$ cat config.mk
export PLATFORM = sky130hd
export DESIGN_NAME = quadrature_decoder_with_speed_flat
export DESIGN_NICKNAME = d
export VERILOG_FILES = /design/src/qdec_pkg.sv /design/src/qdec_if.sv /design/src/qdec_gray.sv /design/src/qdec_divider.sv /design/src/quadrature_decoder_with_speed.sv /design/src/flat_wrapper.sv
export SDC_FILE = /design/constraint.sdc
export NUM_CORES = 1
export LEC_CHECK = 0
export ABC_CLOCK_PERIOD_IN_PS = 7000
export BUFFER_PORTS_ARGS = -buffer_cell sky130_fd_sc_hd__buf_2
export CORE_ASPECT_RATIO = 0.75
export CORE_UTILIZATION = 40
export DETAILED_ROUTE_END_ITERATION = 8
export GPL_TIMING_DRIVEN = 0
export SLEW_MARGIN = 0
export SYNTH_ARGS = -nofsm -noshare
export SYNTH_HDL_FRONTEND = slang
export SYNTH_SLANG_ARGS = --single-unit
$ cat constraint.sdc
create_clock -name clock -period 7 [get_ports clock]
set_input_delay 1.05 -clock clock [delete_from_list [all_inputs] [get_ports clock]]
set_output_delay 1.05 -clock clock [all_outputs]
set_load 0.01 [all_outputs]
$ cat src/qdec_pkg.sv
package qdec_pkg;

   // Widths fixed by the register map and the result fields.
   localparam int CFG_WIDTH       = 24;
   localparam int RATE_WIDTH      = 24;
   localparam int SPEED_WIDTH     = 25;
   localparam int POS_WIDTH       = 32;
   localparam int CSR_INDEX_WIDTH = 8;
   localparam int DIV_COUNT_WIDTH = $clog2(RATE_WIDTH);

   // Register indexes.
   localparam logic [CSR_INDEX_WIDTH-1:0] CSR_STALE_LIMIT = CSR_INDEX_WIDTH'(0);
   localparam logic [CSR_INDEX_WIDTH-1:0] CSR_RATE_SCALE  = CSR_INDEX_WIDTH'(1);

   // Register reset values.
   localparam logic [CFG_WIDTH-1:0] STALE_LIMIT_RESET = CFG_WIDTH'(10000);
   localparam logic [CFG_WIDTH-1:0] RATE_SCALE_RESET  = CFG_WIDTH'(1000000);

   // Decoded transition between two samples of the encoder lines.
   typedef struct packed {
      logic valid_step;
      logic reverse;
      logic a_edge;
      logic illegal;
   } step_type;

endpackage

$ cat src/qdec_if.sv
interface qdec_req_if;
   import qdec_pkg::*;

   logic valid;
   logic ready;
   logic a_level;
   logic b_level;

   modport source (output valid, output a_level, output b_level, input ready);
   modport sink   (input valid, input a_level, input b_level, output ready);
endinterface

interface qdec_rsp_if;
   import qdec_pkg::*;

   logic                          valid;
   logic                          ready;
   logic                          direction;
   logic signed [POS_WIDTH-1:0]   position;
   logic signed [SPEED_WIDTH-1:0] speed;
   logic                          illegal_step;

   modport source (output valid, output direction, output position, output speed,
                   output illegal_step, input ready);
   modport sink   (input valid, input direction, input position, input speed,
                   input illegal_step, output ready);
endinterface

$ cat src/qdec_gray.sv
module qdec_gray (
   input  logic               prev_a,
   input  logic               prev_b,
   input  logic               cur_a,
   input  logic               cur_b,
   output qdec_pkg::step_type step
);
   import qdec_pkg::*;

   // Position along the forward sequence 00, 01, 11, 10.
   function automatic logic [1:0] gray_index(input logic a, input logic b);
      return {a, a ^ b};
   endfunction

   logic       da;
   logic       db;
   logic [1:0] delta;

   assign da    = cur_a ^ prev_a;
   assign db    = cur_b ^ prev_b;
   assign delta = gray_index(cur_a, cur_b) - gray_index(prev_a, prev_b);

   assign step.valid_step = da ^ db;
   assign step.reverse    = (delta != 2'd1);
   assign step.a_edge     = (da ^ db) & da;
   assign step.illegal    = da & db;

endmodule

$ cat src/qdec_divider.sv
module qdec_divider #(
   parameter int TIME_WIDTH = 24
) (
   input  logic                             clock,
   input  logic                             reset,
   input  logic                             start,
   input  logic [qdec_pkg::RATE_WIDTH-1:0]  dividend,
   input  logic [TIME_WIDTH-1:0]            divisor,
   output logic                             done,
   output logic [qdec_pkg::RATE_WIDTH-1:0]  quotient
);
   import qdec_pkg::*;

   // Restoring division, one quotient bit per cycle.
   logic                       busy_ff, busy_in;
   logic                       done_ff, done_in;
   logic [DIV_COUNT_WIDTH-1:0] count_ff, count_in;
   logic [TIME_WIDTH-1:0]      rem_ff, rem_in;
   logic [RATE_WIDTH-1:0]      quo_ff, quo_in;
   logic [TIME_WIDTH-1:0]      divisor_ff, divisor_in;
   logic [TIME_WIDTH:0]        trial;
   logic [TIME_WIDTH:0]        diff;
   logic                       fits;

   assign trial = {rem_ff, quo_ff[RATE_WIDTH-1]};
   assign diff  = trial - {1'b0, divisor_ff};
   assign fits  = (trial >= {1'b0, divisor_ff});

   always_comb begin
      busy_in    = busy_ff;
      done_in    = 1'b0;
      count_in   = count_ff;
      rem_in     = rem_ff;
      quo_in     = quo_ff;
      divisor_in = divisor_ff;
      if (start) begin
         busy_in    = 1'b1;
         count_in   = DIV_COUNT_WIDTH'(RATE_WIDTH - 1);
         rem_in     = '0;
         quo_in     = dividend;
         divisor_in = divisor;
      end else if (busy_ff) begin
         rem_in   = fits ? diff[TIME_WIDTH-1:0] : trial[TIME_WIDTH-1:0];
         quo_in   = {quo_ff[RATE_WIDTH-2:0], fits};
         count_in = count_ff - 1'b1;
         if (count_ff == '0) begin
            busy_in = 1'b0;
            done_in = 1'b1;
         end
      end
   end

   always_ff @(posedge clock) begin
      if (reset) begin
         busy_ff <= 1'b0;
         done_ff <= 1'b0;
      end else begin
         busy_ff <= busy_in;
         done_ff <= done_in;
      end
      count_ff   <= count_in;
      rem_ff     <= rem_in;
      quo_ff     <= quo_in;
      divisor_ff <= divisor_in;
   end

   assign done     = done_ff;
   assign quotient = quo_ff;

   a_start_busy: assert property (@(posedge clock) disable iff (reset)
      start |=> busy_ff)
      else $error("divider did not start");
   a_done_pulse: assert property (@(posedge clock) disable iff (reset)
      done_ff |=> !done_ff)
      else $error("divider done held longer than one cycle");
   a_done_idle: assert property (@(posedge clock) disable iff (reset)
      done_ff |-> !busy_ff)
      else $error("divider done while still busy");

endmodule

$ cat src/quadrature_decoder_with_speed.sv
// Quadrature (x4) encoder decoder with period-based speed.
//
// Each transfer on req_ch is one timebase tick with the sampled A and B
// levels. Each tick gives exactly one transfer on rsp_ch with the held
// direction, the signed position count, the signed edge rate and a flag
// for a tick in which both lines changed. The csr_ port writes the stale
// limit (index 0) and the rate scale (index 1); the user must do so only
// while the block is idle, since the block itself does not enforce it.
// A tick without an A-channel edge is decoded in the cycle it is taken,
// and its result is valid on the next cycle. A tick with an A edge runs
// rate_scale / interval through a restoring divider, one quotient
// bit per cycle; the block waits in DIVIDE, loads the output register
// when the divider signals done, and takes no new tick until then.
// req_ch.ready is low while the divider runs and while a result waits in
// the output register without rsp_ch.ready; a stalled receiver therefore
// holds off the next tick and no result is lost. Synchronous reset clears
// the position, timing and rate state, restores the register defaults and
// empties the output register.
module quadrature_decoder_with_speed #(
   parameter int TIME_WIDTH  = 24,
   parameter int COUNT_WIDTH = 32
) (
   input  logic                                  clock,
   input  logic                                  reset,
   qdec_req_if.sink                              req_ch,
   qdec_rsp_if.source                            rsp_ch,
   input  logic                                  csr_write_enable,
   input  logic [qdec_pkg::CSR_INDEX_WIDTH-1:0]  csr_index,
   input  logic [qdec_pkg::CFG_WIDTH-1:0]        csr_write_data
);
   import qdec_pkg::*;

   localparam int CMP_WIDTH = (TIME_WIDTH > CFG_WIDTH) ? TIME_WIDTH : CFG_WIDTH;

   typedef enum logic {
      IDLE,
      DIVIDE
   } state_type;

   state_type state_ff, state_in;

   // Configuration registers.
   logic [CFG_WIDTH-1:0]   stale_limit_ff, stale_limit_in;
   logic [CFG_WIDTH-1:0]   rate_scale_ff, rate_scale_in;

   // Decoder and timing state.
   logic                   prev_a_ff, prev_a_in;
   logic                   prev_b_ff, prev_b_in;
   logic [COUNT_WIDTH-1:0] step_count_ff, step_count_in;
   logic                   direction_ff, direction_in;
   logic [TIME_WIDTH-1:0]  since_edge_ff, since_edge_in;
   logic [TIME_WIDTH-1:0]  interval_ff, interval_in;
   logic [RATE_WIDTH-1:0]  held_rate_ff, held_rate_in;

   // Output register.
   logic                          rsp_valid_ff, rsp_valid_in;
   logic                          rsp_direction_ff, rsp_direction_in;
   logic signed [POS_WIDTH-1:0]   rsp_position_ff, rsp_position_in;
   logic signed [SPEED_WIDTH-1:0] rsp_speed_ff, rsp_speed_in;
   logic                          rsp_illegal_ff, rsp_illegal_in;

   logic                   accept;
   logic                   div_done;
   logic [RATE_WIDTH-1:0]  div_quotient;
   logic                   div_start;
   logic [TIME_WIDTH-1:0]  elapsed;
   logic                   stale;
   step_type               step;

   // Applies the held direction to an unsigned rate.
   function automatic logic signed [SPEED_WIDTH-1:0] signed_rate(
      input logic reverse, input logic [RATE_WIDTH-1:0] rate);
      logic [SPEED_WIDTH-1:0] ext;
      ext = SPEED_WIDTH'(rate);
      return reverse ? signed'(-ext) : signed'(ext);
   endfunction

   qdec_gray u_gray (
      .prev_a (prev_a_ff),
      .prev_b (prev_b_ff),
      .cur_a  (req_ch.a_level),
      .cur_b  (req_ch.b_level),
      .step   (step)
   );

   qdec_divider #(
      .TIME_WIDTH (TIME_WIDTH)
   ) u_divider (
      .clock    (clock),
      .reset    (reset),
      .start    (div_start),
      .dividend (rate_scale_ff),
      .divisor  (elapsed),
      .done     (div_done),
      .quotient (div_quotient)
   );

   // A new tick is taken only when idle and the output register is free
   // or is being emptied in this cycle.
   assign req_ch.ready = (state_ff == IDLE) && (!rsp_valid_ff || rsp_ch.ready);
   assign accept       = req_ch.valid && req_ch.ready;
   assign div_start    = accept && step.a_edge;

   // The interval includes this tick, saturating at the counter maximum,
   // so the divisor is never zero.
   assign elapsed = (since_edge_ff == '1) ? since_edge_ff : since_edge_ff + 1'b1;

   // Staleness uses the updated count. Without an A edge the updated count
   // is the elapsed time; an A edge resets it, so such a tick is never
   // stale and does not look at this compare.
   assign stale = CMP_WIDTH'(elapsed) > CMP_WIDTH'(stale_limit_ff);

   always_comb begin
      state_in         = state_ff;
      stale_limit_in   = stale_limit_ff;
      rate_scale_in    = rate_scale_ff;
      prev_a_in        = prev_a_ff;
      prev_b_in        = prev_b_ff;
      step_count_in    = step_count_ff;
      direction_in     = direction_ff;
      since_edge_in    = since_edge_ff;
      interval_in      = interval_ff;
      held_rate_in     = held_rate_ff;
      rsp_valid_in     = rsp_valid_ff && !rsp_ch.ready;
      rsp_direction_in = rsp_direction_ff;
      rsp_position_in  = rsp_position_ff;
      rsp_speed_in     = rsp_speed_ff;
      rsp_illegal_in   = rsp_illegal_ff;

      if (csr_write_enable) begin
         unique case (csr_index)
            CSR_STALE_LIMIT: stale_limit_in = csr_write_data;
            CSR_RATE_SCALE:  rate_scale_in  = csr_write_data;
            default: ;
         endcase
      end

      unique case (state_ff)
         IDLE: begin
            if (accept) begin
               prev_a_in = req_ch.a_level;
               prev_b_in = req_ch.b_level;
               if (step.valid_step) begin
                  direction_in  = step.reverse;
                  step_count_in = step.reverse ? step_count_ff - 1'b1
                                               : step_count_ff + 1'b1;
               end
               if (step.a_edge) begin
                  interval_in   = elapsed;
                  since_edge_in = '0;
               end else begin
                  since_edge_in = elapsed;
               end
               rsp_direction_in = direction_in;
               rsp_position_in  = POS_WIDTH'(signed'(step_count_in));
               rsp_illegal_in   = step.illegal;
               if (step.a_edge) begin
                  state_in = DIVIDE;
               end else begin
                  rsp_speed_in = stale ? '0 : signed_rate(direction_in, held_rate_ff);
                  rsp_valid_in = 1'b1;
               end
            end
         end
         DIVIDE: begin
            // The output register is empty here: it was free when the
            // tick was taken and nothing else loads it.
            if (div_done) begin
               held_rate_in = div_quotient;
               rsp_speed_in = signed_rate(direction_ff, div_quotient);
               rsp_valid_in = 1'b1;
               state_in     = IDLE;
            end
         end
         default: state_in = IDLE;
      endcase
   end

   always_ff @(posedge clock) begin
      if (reset) begin
         state_ff       <= IDLE;
         stale_limit_ff <= STALE_LIMIT_RESET;
         rate_scale_ff  <= RATE_SCALE_RESET;
         prev_a_ff      <= 1'b0;
         prev_b_ff      <= 1'b0;
         step_count_ff  <= '0;
         direction_ff   <= 1'b0;
         since_edge_ff  <= '0;
         interval_ff    <= '0;
         held_rate_ff   <= '0;
         rsp_valid_ff   <= 1'b0;
      end else begin
         state_ff       <= state_in;
         stale_limit_ff <= stale_limit_in;
         rate_scale_ff  <= rate_scale_in;
         prev_a_ff      <= prev_a_in;
         prev_b_ff      <= prev_b_in;
         step_count_ff  <= step_count_in;
         direction_ff   <= direction_in;
         since_edge_ff  <= since_edge_in;
         interval_ff    <= interval_in;
         held_rate_ff   <= held_rate_in;
         rsp_valid_ff   <= rsp_valid_in;
      end
      rsp_direction_ff <= rsp_direction_in;
      rsp_position_ff  <= rsp_position_in;
      rsp_speed_ff     <= rsp_speed_in;
      rsp_illegal_ff   <= rsp_illegal_in;
   end

   assign rsp_ch.valid        = rsp_valid_ff;
   assign rsp_ch.direction    = rsp_direction_ff;
   assign rsp_ch.position     = rsp_position_ff;
   assign rsp_ch.speed        = rsp_speed_ff;
   assign rsp_ch.illegal_step = rsp_illegal_ff;

   // An A edge always leaves a nonzero interval behind for the divider.
   a_interval_nonzero: assert property (@(posedge clock) disable iff (reset)
      div_start |=> (interval_ff != '0))
      else $error("A edge recorded a zero interval");
   a_edge_divides: assert property (@(posedge clock) disable iff (reset)
      div_start |=> (state_ff == DIVIDE) && !rsp_valid_ff)
      else $error("A edge did not start a division");
   a_plain_tick_result: assert property (@(posedge clock) disable iff (reset)
      (accept && !step.a_edge) |=> rsp_valid_ff)
      else $error("tick without A edge gave no result");
   a_done_in_divide: assert property (@(posedge clock) disable iff (reset)
      div_done |-> (state_ff == DIVIDE))
      else $error("divider finished outside a division");
   a_divide_empty_output: assert property (@(posedge clock) disable iff (reset)
      (state_ff == DIVIDE) |-> !rsp_valid_ff)
      else $error("result pending while dividing");

endmodule
$ cat src/flat_wrapper.sv
// flat-port wrapper written by rule: the top's interface ports become plain ports
module quadrature_decoder_with_speed_flat import qdec_pkg::*;
#(
   parameter int TIME_WIDTH  = 24,
   parameter int COUNT_WIDTH = 32
)
  (clock, reset, csr_write_enable, csr_index, csr_write_data, req_ch_valid, req_ch_a_level, req_ch_b_level, req_ch_ready, rsp_ch_valid, rsp_ch_direction, rsp_ch_position, rsp_ch_speed, rsp_ch_illegal_step, rsp_ch_ready);
  qdec_req_if req_ch_i ();
  qdec_rsp_if rsp_ch_i ();
  input  logic clock;
  input  logic reset;
  input  logic csr_write_enable;
  input  logic [qdec_pkg::CSR_INDEX_WIDTH-1:0] csr_index;
  input  logic [qdec_pkg::CFG_WIDTH-1:0] csr_write_data;
  input wire logic [$bits(req_ch_i.valid)-1:0] req_ch_valid;
  input wire logic [$bits(req_ch_i.a_level)-1:0] req_ch_a_level;
  input wire logic [$bits(req_ch_i.b_level)-1:0] req_ch_b_level;
  output wire logic [$bits(req_ch_i.ready)-1:0] req_ch_ready;
  output wire logic [$bits(rsp_ch_i.valid)-1:0] rsp_ch_valid;
  output wire logic [$bits(rsp_ch_i.direction)-1:0] rsp_ch_direction;
  output wire logic [$bits(rsp_ch_i.position)-1:0] rsp_ch_position;
  output wire logic [$bits(rsp_ch_i.speed)-1:0] rsp_ch_speed;
  output wire logic [$bits(rsp_ch_i.illegal_step)-1:0] rsp_ch_illegal_step;
  input wire logic [$bits(rsp_ch_i.ready)-1:0] rsp_ch_ready;
  assign req_ch_i.valid = req_ch_valid;
  assign req_ch_i.a_level = req_ch_a_level;
  assign req_ch_i.b_level = req_ch_b_level;
  assign req_ch_ready = req_ch_i.ready;
  assign rsp_ch_valid = rsp_ch_i.valid;
  assign rsp_ch_direction = rsp_ch_i.direction;
  assign rsp_ch_position = rsp_ch_i.position;
  assign rsp_ch_speed = rsp_ch_i.speed;
  assign rsp_ch_illegal_step = rsp_ch_i.illegal_step;
  assign rsp_ch_i.ready = rsp_ch_ready;
  quadrature_decoder_with_speed #(.TIME_WIDTH(TIME_WIDTH), .COUNT_WIDTH(COUNT_WIDTH)) u_core (.clock(clock), .reset(reset), .req_ch(req_ch_i), .rsp_ch(rsp_ch_i), .csr_write_enable(csr_write_enable), .csr_index(csr_index), .csr_write_data(csr_write_data));
endmodule
# Word level (Yosys, flattened, before mapping)
# Index checks and enable logic that the tools add are counted.
[totals]
word_cells = 90
register_bits = 271
[op_classes]
order_cmp = 2
add_sub_neg = 8
reduce_logical = 16
mux = 29
eq_ne = 6
bitwise_logic = 9
[op_table]
columns = ["operator", "count"]
rows = [
  ["$mux 25", 6],
  ["$mux 24", 5],
  ["$mux 32", 2],
  ["$neg 24->25", 2],
  ["$pmux 25 s2", 1],
  ["$add 32x1->32 const B", 1],
  ["$sub 32x1->32 const B", 1],
  ["$ge 25x24->1", 1],
  ["$add 24x1->24 const B", 1],
  ["$eq 24x24->1 const B", 1],
  ["$gt 24x24->1", 1],
  ["$sub 24x24->24", 1],
  ["$mux 1", 13],
  ["$eq 8x1->1 const B", 1],
  ["$logic_not 8->1", 1],
  ["$reduce_and 2->1", 4],
  ["$logic_not 5->1", 1],
  ["$sub 5x1->5 const B", 1],
  ["$xor 1x1->1", 5],
  ["$logic_and 1x1->1", 4],
  ["$ne 2x1->1 const B", 2],
  ["$ne 2x2->1 const B", 2],
  ["$pmux 1 s2", 2],
  ["$reduce_and 3->1", 1],
  ["other kinds (7)", 10],
]

# Depth between registers and ports, before layout
# Gate-level depths: netlist of run 1.
[logic_depth]
word_depth = 11
mapped_depth = 17
mapped_depth_nobuf = 14

# Modules after synthesis
# From an unflattened synthesis of run 1, not the netlist that was laid out.
[unflattened]
hier_cells = 1724
hier_area_um2 = 15359.7
[by_module_without_submodules]
columns = ["module", "cells_each", "area_each_um2", "seq_area_each_um2", "n_inst"]
rows = [
  ["quadrature_decoder_with_speed", 1273, 10786.6, 4434.3, 1],
  ["qdec_divider", 439, 4473.0, 2062.0, 1],
  ["qdec_gray", 12, 100.1, 0.0, 1],
]

# Worst setup path before layout of run 1
# OpenSTA, ideal clock, no wires.
[synth_timing]
path_type = "input-to-reg"
startpoint = "in req_ch_b_level"
endpoint = "reg u_core.rsp_position_ff[28] (netlist: u_core.rsp_ch.position[28]), data pin"
arrival_ps = 4720
path_slack_ps = 2020
stages = 15
t_required_ps = 6740
setup_time_ps = 260
cell_sequence = "xnor2_1 ha_1 xnor2_1 nor2b_1 clkbuf_1 inv_1 ha_1 a2111oi_1 o211ai_1 nand3_1 o211ai_1 a211o_1 a41o_1 xnor2_1 mux2_2"
[synth_via]
elab_chain_cells = 5
word_cells_on_any_way = 7
classes_between = "add/sub: 1; eq/ne: 1; mux: 2; bitwise: 3"
[synth_rtl]
columns = ["element", "line", "rtl"]
rows = [
  ["start: declaration", "flat_wrapper.sv:17", "input wire logic [$bits(req_ch_i.b_level)-1:0] req_ch_b_level;"],
  ["$xor 1x1->1", "qdec_gray.sv:12", "return {a, a ^ b};"],
  ["$sub 2x2->2", "qdec_gray.sv:21", "assign delta = gray_index(cur_a, cur_b) - gray_index(prev_a, prev_b);"],
  ["$ne 2x1->1", "qdec_gray.sv:24", "assign step.reverse = (delta != 2'd1);"],
  ["$mux 32", "quadrature_decoder_with_speed.sv:145", "step_count_in = step.reverse ? step_count_ff - 1'b1"],
  ["$mux 32 *", "quadrature_decoder_with_speed.sv:143", "if (step.valid_step) begin"],
  ["end signal: assignment", "quadrature_decoder_with_speed.sv:206", "rsp_position_ff <= rsp_position_in;"],
  ["end: declaration", "quadrature_decoder_with_speed.sv:58", "logic signed [POS_WIDTH-1:0] rsp_position_ff, rsp_position_in;"],
]
# Every way passes the cells marked *; elsewhere a longest branch is shown, timed or not.
# A chain may end at the register's enable or synchronous reset.

# Worst setup path in the final report of run 1
[layout_timing]
startpoint = "in req_ch_a_level"
endpoint = "reg u_core.rsp_position_ff[31] (netlist: u_core.rsp_ch.position[31]), data pin"
[layout_via]
elab_chain_cells = 5
word_cells_on_any_way = 7
classes_between = "add/sub: 1; eq/ne: 1; mux: 2; bitwise: 3"
[layout_rtl]
columns = ["element", "line", "rtl"]
rows = [
  ["start: declaration", "flat_wrapper.sv:16", "input wire logic [$bits(req_ch_i.a_level)-1:0] req_ch_a_level;"],
  ["$xor 1x1->1", "qdec_gray.sv:12", ""],
  ["$sub 2x2->2", "qdec_gray.sv:21", ""],
  ["$ne 2x1->1", "qdec_gray.sv:24", ""],
  ["$mux 32", "quadrature_decoder_with_speed.sv:145", ""],
  ["$mux 32 *", "quadrature_decoder_with_speed.sv:143", ""],
]
# Marks and branches as above.

==> results of run 1 <==
cell type report:
class	instances	area [µm²]
clock inverter	18	214
tap	504	631
antenna	3	7.51
timing repair buffer	100	515
multi-input combinational	1324	8200
clock buffer	35	778
sequential	271	6500
fill	3683	19900
buffer	89	338
inverter	85	319
worst max-delay path: stages:
cell       delay (ns)
buf_2            0.13
xnor2_1          0.13
ha_1             0.21
xnor2_1          0.12
nor2b_1          0.13
clkbuf_1         0.18
inv_1            1.01
ha_1             0.47
a2111oi_1        0.59
o21ai_1          0.22
a31oi_1          0.44
o31ai_1          0.27
a21oi_1          0.43
o221ai_1         0.39
nand3_1          0.18
nand4b_1         0.13
synthesized netlist by cell type, types with 13 or more instances:
master / count / area [µm²]
nand2_1: 354 / 1330
a21oi_1: 167 / 836
dfxtp_1: 164 / 3280
edfxtp_1: 107 / 3210
ha_1: 86 / 1080
inv_1: 84 / 315
o21ai_0: 84 / 420
nor2_1: 83 / 312
clkbuf_1: 81 / 304
xnor2_1: 69 / 604
xor2_1: 45 / 394
nand3_1: 35 / 175
o31ai_1: 35 / 263
a21o_1: 31 / 233
and3_1: 23 / 144
mux2_2: 23 / 259
nor3_1: 22 / 110
a31oi_1: 20 / 125
or3_1: 19 / 119
a22oi_1: 15 / 113
nand3b_1: 15 / 113
nand4_1: 13 / 81.3
nor2b_1: 13 / 81.3
path summary, 6_finish.rpt:
kind / end / slack [ns]
worst max-delay path: u_core.rsp_ch.position[31] / 1.20
worst min-delay path: u_core.rate_scale_ff[0] / 0.45
worst max register to register: u_core.rsp_ch.position[31] / 1.46
worst min register to register: u_core.rate_scale_ff[0] / 0.45
layer usage:
layer  vias to the layer above  part of all wire
met3                        65             0.061
met1                      6360              0.49
met2                       382              0.43
met5                         -           0.00071
met4                         6             0.021
li1                       6557                 -
per-stage QoR:
stage                     total power (µW)  setup WS [ns]  hold slack (ns)  area (µm²)
after floorplan                       3970           2.02            0.436       15400
after global placement                4590          0.650            0.444       16500
after detailed placement              4630          0.675            0.448       16500
after CTS                             6280           1.24            0.457       17500
after global routing                  6680          0.850            0.478       17500
final                                 6290           1.20            0.455       17500
registers in the layout (all words and copies together), names as in the netlist, 5 cells and up:
register                     flops
u_core.u_divider.count_ff        5
u_core.stale_limit_ff           24
u_core.u_divider.divisor_ff     24
u_core.since_edge_ff            24
u_core.rate_scale_ff            24
u_core.step_count_ff            32
u_core.held_rate_ff             24
u_core.rsp_ch.speed             25
u_core.u_divider.rem_ff         24
u_core.rsp_ch.position          32
u_core.u_divider.quotient       24
cell families after synthesis:
group                    Yosys count
AND/OR/NAND/NOR                  637
AO/OA/AOI/OAI                    451
flip-flops                       271
buffers and inverters            174
XOR/XNOR                         114
adder cells (fa/ha/maj)           88
multiplexers                      34
power by group:
group | switching (µW) | internal (µW)
registers | 160 | 1940
logic | 1530 | 1020
clock network | 667 | 970
total | 2360 | 3930
==> results.toml, run 1 <==
[critical_path]
crit_type = "in -> reg"
end_kind = "flop"
cp.required_ns = 7.30
r2r_cells = 15
startpoint = "req_ch_a_level"
worst_ep_arrival_time_ns = 6.11
r2r-start = "u_core.prev_a_ff"
setup.worst_path.start_class = "primary input"
worst-path-max-fanout = 36

[clock_network]
clock_sinks = 271
clk_latency_ns = 0.58
post_cts_resize_count = 0
root_buffer = "clkbuf_16"
post_cts_buffers = 0
path_clk_slew_ns = 0.07
clk_path_buf_depth = 3
cts-htree-levels = 1
cts_tree = "yes"
cts_buffers = 29
cts_hold_buf = 0

[cells_and_area]
drive_gt1_frac = 0.0947
stdcell_count = 2429
mostFrequentLayoutCells = "nand2_1 (354), a21oi_1 (167), dfxtp_1 (164), edfxtp_1 (107), buf_2 (102)"
finish.utilization = 0.468
final_common_cell = "nand2_1"
fin_nets = 2027
syn2layout_area_growth_pct = 14.0

[drt]
vias = 13400
routedWlPerCell_um = 18.0
ant_nets = 0
drt_iter0_drc = 1002
drt_pass1_iterations = 5
vias_per_cell = 5.50
drc = 0
wl_um = 43800

[sta]
slew_headroom = 0.0975
finalHoldViolations = 0
clock_skew_ns = 0.0196
setup_viol = 0
rsz0062_at_grt = "false"
finalMaxSlewViolations = 0
worst_pin_slew_ns = 1.35
period_share = 0.829
fmax_mhz = 172
period_needed_ns = 5.80
tns_ns = 0

[grt]
top_usage_layer = "met2"
antenna_found_initial = 6
grt_max_degree = 37
grt_pass1_wl_um = 68500
grt_overflow = 0
grt_usage = 0.221
grt_pass1_vias = 12300
gr-usage-met1 = 0.319
grtUsageMet2 = 0.342
met3_usage = 0.0381

[synthesis]
yosysSeqAreaShare = 0.423
synth_fa_ha_area_frac = 0.0727
synth_cell_types = 70
syn_area_per_cell_um2 = 8.68
syn_inst = 1769
synthXorXnorAreaFrac = 0.0650
synth_edf_count = 107
syn_area_mm2 = 0.0154
synth_compound_area_frac = 0.183
ys_seq_elements = 271
synthMuxAreaShare = 0.0240
synth_top_family_by_area = "simple AND/OR/NAND/NOR gates"
synth_simple_gate_area_frac = 0.189
synth-main-ff-cell = "dfxtp_1"
async_reset_ff_frac = 0
synth_nets = 1896
ys_warn_count = 0

[run]
max-cap-violations = 0

[placement]
port_buffers = 99
hpwl_um = 32700
place_congestion = 0.898
dp.cells = 2373

[floorplan]
io_pins = 100
die_h_um = 172
die_area_mm2 = 0.0392
fp-row-count = 61
start_util = 0.411
core_area_mm2 = 0.0374
die_x_um = 228

[pwr]
p_leak_uw = 0.00696
peakVddDrop_uv = 198
power_density_mw_per_mm2 = 359

[hold_path]
worstHoldStart = "u_core.rate_scale_ff[0]"
hold_class = "reg -> reg"
min_path_cells = 2

[status]
status = "completed"
Note: power is estimated with default switching activity, not from simulation.
==> run 2: changes to the inputs <==
--- a/config.mk
+++ b/config.mk
@@ -5,7 +5,7 @@
 export SDC_FILE = /design/constraint.sdc
 export NUM_CORES = 1
 export LEC_CHECK = 0
-export ABC_CLOCK_PERIOD_IN_PS = 7000
+export ABC_CLOCK_PERIOD_IN_PS = 5410
 export BUFFER_PORTS_ARGS = -buffer_cell sky130_fd_sc_hd__buf_2
 export CORE_ASPECT_RATIO = 0.75
 export CORE_UTILIZATION = 40
==> constraint.sdc (replaced) <==
create_clock -name clock -period 5.41 [get_ports clock]
set_input_delay 0.8115 -clock clock [delete_from_list [all_inputs] [get_ports clock]]
set_output_delay 0.8115 -clock clock [all_outputs]
set_load 0.01 [all_outputs]
==> results.toml, run 2 (same netlist as run 1, synthesis figures left out) <==
[clock_network]
cts_hold_buf = 0
path_clk_slew_ns = 0.07
cts_buffers = 29
cts_tree = "yes"
clk_path_buf_depth = 3
cts-htree-levels = 1
clk_latency_ns = 0.58
root_buffer = "clkbuf_16"
clock_sinks = 271

[sta]
tns_ns = 0
clock_skew_ns = 0.0190
period_needed_ns = 5.17
finalMaxSlewViolations = 0
whs_ns = 0.455
fmax_mhz = 193
worst_pin_slew_ns = 1.06
setup_viol = 0
slew_headroom = 0.293
period_share = 0.956
finalHoldViolations = 0

[critical_path]
end_kind = "flop"
worst-path-max-fanout = 10
r2r_cells = 16
worst_ep_arrival_time_ns = 5.47
setup.worst_path.start_class = "primary input"
crit_type = "in -> reg"
cp.required_ns = 5.71

[floorplan]
core_area_mm2 = 0.0374
die_area_mm2 = 0.0392
start_util = 0.411
die_x_um = 228
fp-row-count = 61
io_pins = 100
die_h_um = 172

[grt]
grt_overflow = 0
grt_max_degree = 34
grt_pass1_vias = 12300
antenna_found_initial = 6
grt_pass1_wl_um = 68600
grt_usage = 0.221

[hold_path]
min_path_cells = 2
hold_class = "reg -> reg"

[pwr]
finalPower_uw = 8170
p_leak_uw = 0.00698
peakVddDrop_uv = 256
power_density_mw_per_mm2 = 465

[drt]
vias_per_cell = 5.51
drt_pass1_iterations = 5
wl_met3_um = 2840
routedWlPerCell_um = 18.1
drc = 0
dr.max_layer_used = "met5"
drt_iter0_drc = 945
ant_nets = 0
dr_wl_met2_um = 18900
wl_met1_um = 21500
vias = 13400
wl_um = 44200

[status]
status = "completed"

[cells_and_area]
design_area_mm2 = 0.0176
fin_nets = 2034
drive_gt1_frac = 0.0985
syn2layout_area_growth_pct = 14.3
final_common_cell = "nand2_1"
finish.utilization = 0.469
mostFrequentLayoutCells = "nand2_1 (354), a21oi_1 (167), dfxtp_1 (164), edfxtp_1 (107), buf_2 (102)"

[run]
max-cap-violations = 0

[placement]
port_buffers = 99
hpwl_um = 32700
place_congestion = 0.898
dpl-instance-area_mm2 = 0.0165
==> run 2: cell types whose count changed in the layout (fill, tap and decap cells not counted) <==
cell,change
clkinvlp_4,+1
clkinvlp_2,+1
buf_4,+6
inv_1,-1
==> run 2: layer usage <==
metal | up-vias | global-route usage
met3 | 69 | 0.0381
met4 | 6 | 0.0499
met5 | - | 0
met2 | 414 | 0.343
met1 | 6382 | 0.320
li1 | 6562 | -
==> run 2: final cells by class <==
| cell class | instances | area (µm²) |
|---|---|---|
| diodes | 3 | 7.51 |
| plain buffers | 89 | 338 |
| clock buffers | 35 | 778 |
| clock inverters | 18 | 214 |
| fillers | 3682 | 19800 |
| inverters | 85 | 323 |
| multi-input cells | 1324 | 8200 |
| flip-flops and latches | 271 | 6500 |
| well taps | 504 | 631 |
| repair buffers | 106 | 561 |
| repair inverters | 1 | 5.00 |
==> run 2: repair_timing <==
item                                    in CTS  in global routing
endpoints found under the setup margin       1                 12
setup buffers                                0                  6
gates resized for setup                      1                  0
cloned                                       1                  0
==> run 2: through the flow <==
stage	worst slack, ns	std cells
after floorplan	0.669	1769
after global placement	-0.701	2372
after detailed placement	-0.677	2373
after CTS	0.0455	2427
after global routing	-0.0299	2433
final	0.240	2436
==> run 2: final timing paths <==
path         slack [ns]                          to               startpoint
max                0.24  u_core.rsp_ch.position[31]           req_ch_a_level
max reg2reg        0.25  u_core.rsp_ch.position[31]         u_core.prev_b_ff
min reg2reg        0.45     u_core.rate_scale_ff[0]  u_core.rate_scale_ff[0]
min                0.45     u_core.rate_scale_ff[0]  u_core.rate_scale_ff[0]
==> run 2: where the power goes <==
group,internal [µW],switching (µW),leakage (µW)
clock,1250,865,0.000486
sequential,2510,210,0.00237
combinational,1330,2000,0.00412
total,5100,3070,0.00698
==> run 2: worst max-delay path: stages <==
cell and delay [ns]:
buf_2 0.13, xnor2_1 0.13, ha_1 0.21, xnor2_1 0.14
nor2b_1 0.14, clkbuf_1 0.44, clkinvlp_4 0.17, buf_4 0.20
ha_1 0.36, a2111oi_1 0.62, o21ai_1 0.23, a31oi_1 0.45
o31ai_1 0.28, a21oi_1 0.44, o221ai_1 0.40, nand3_1 0.19
nand4b_1 0.13
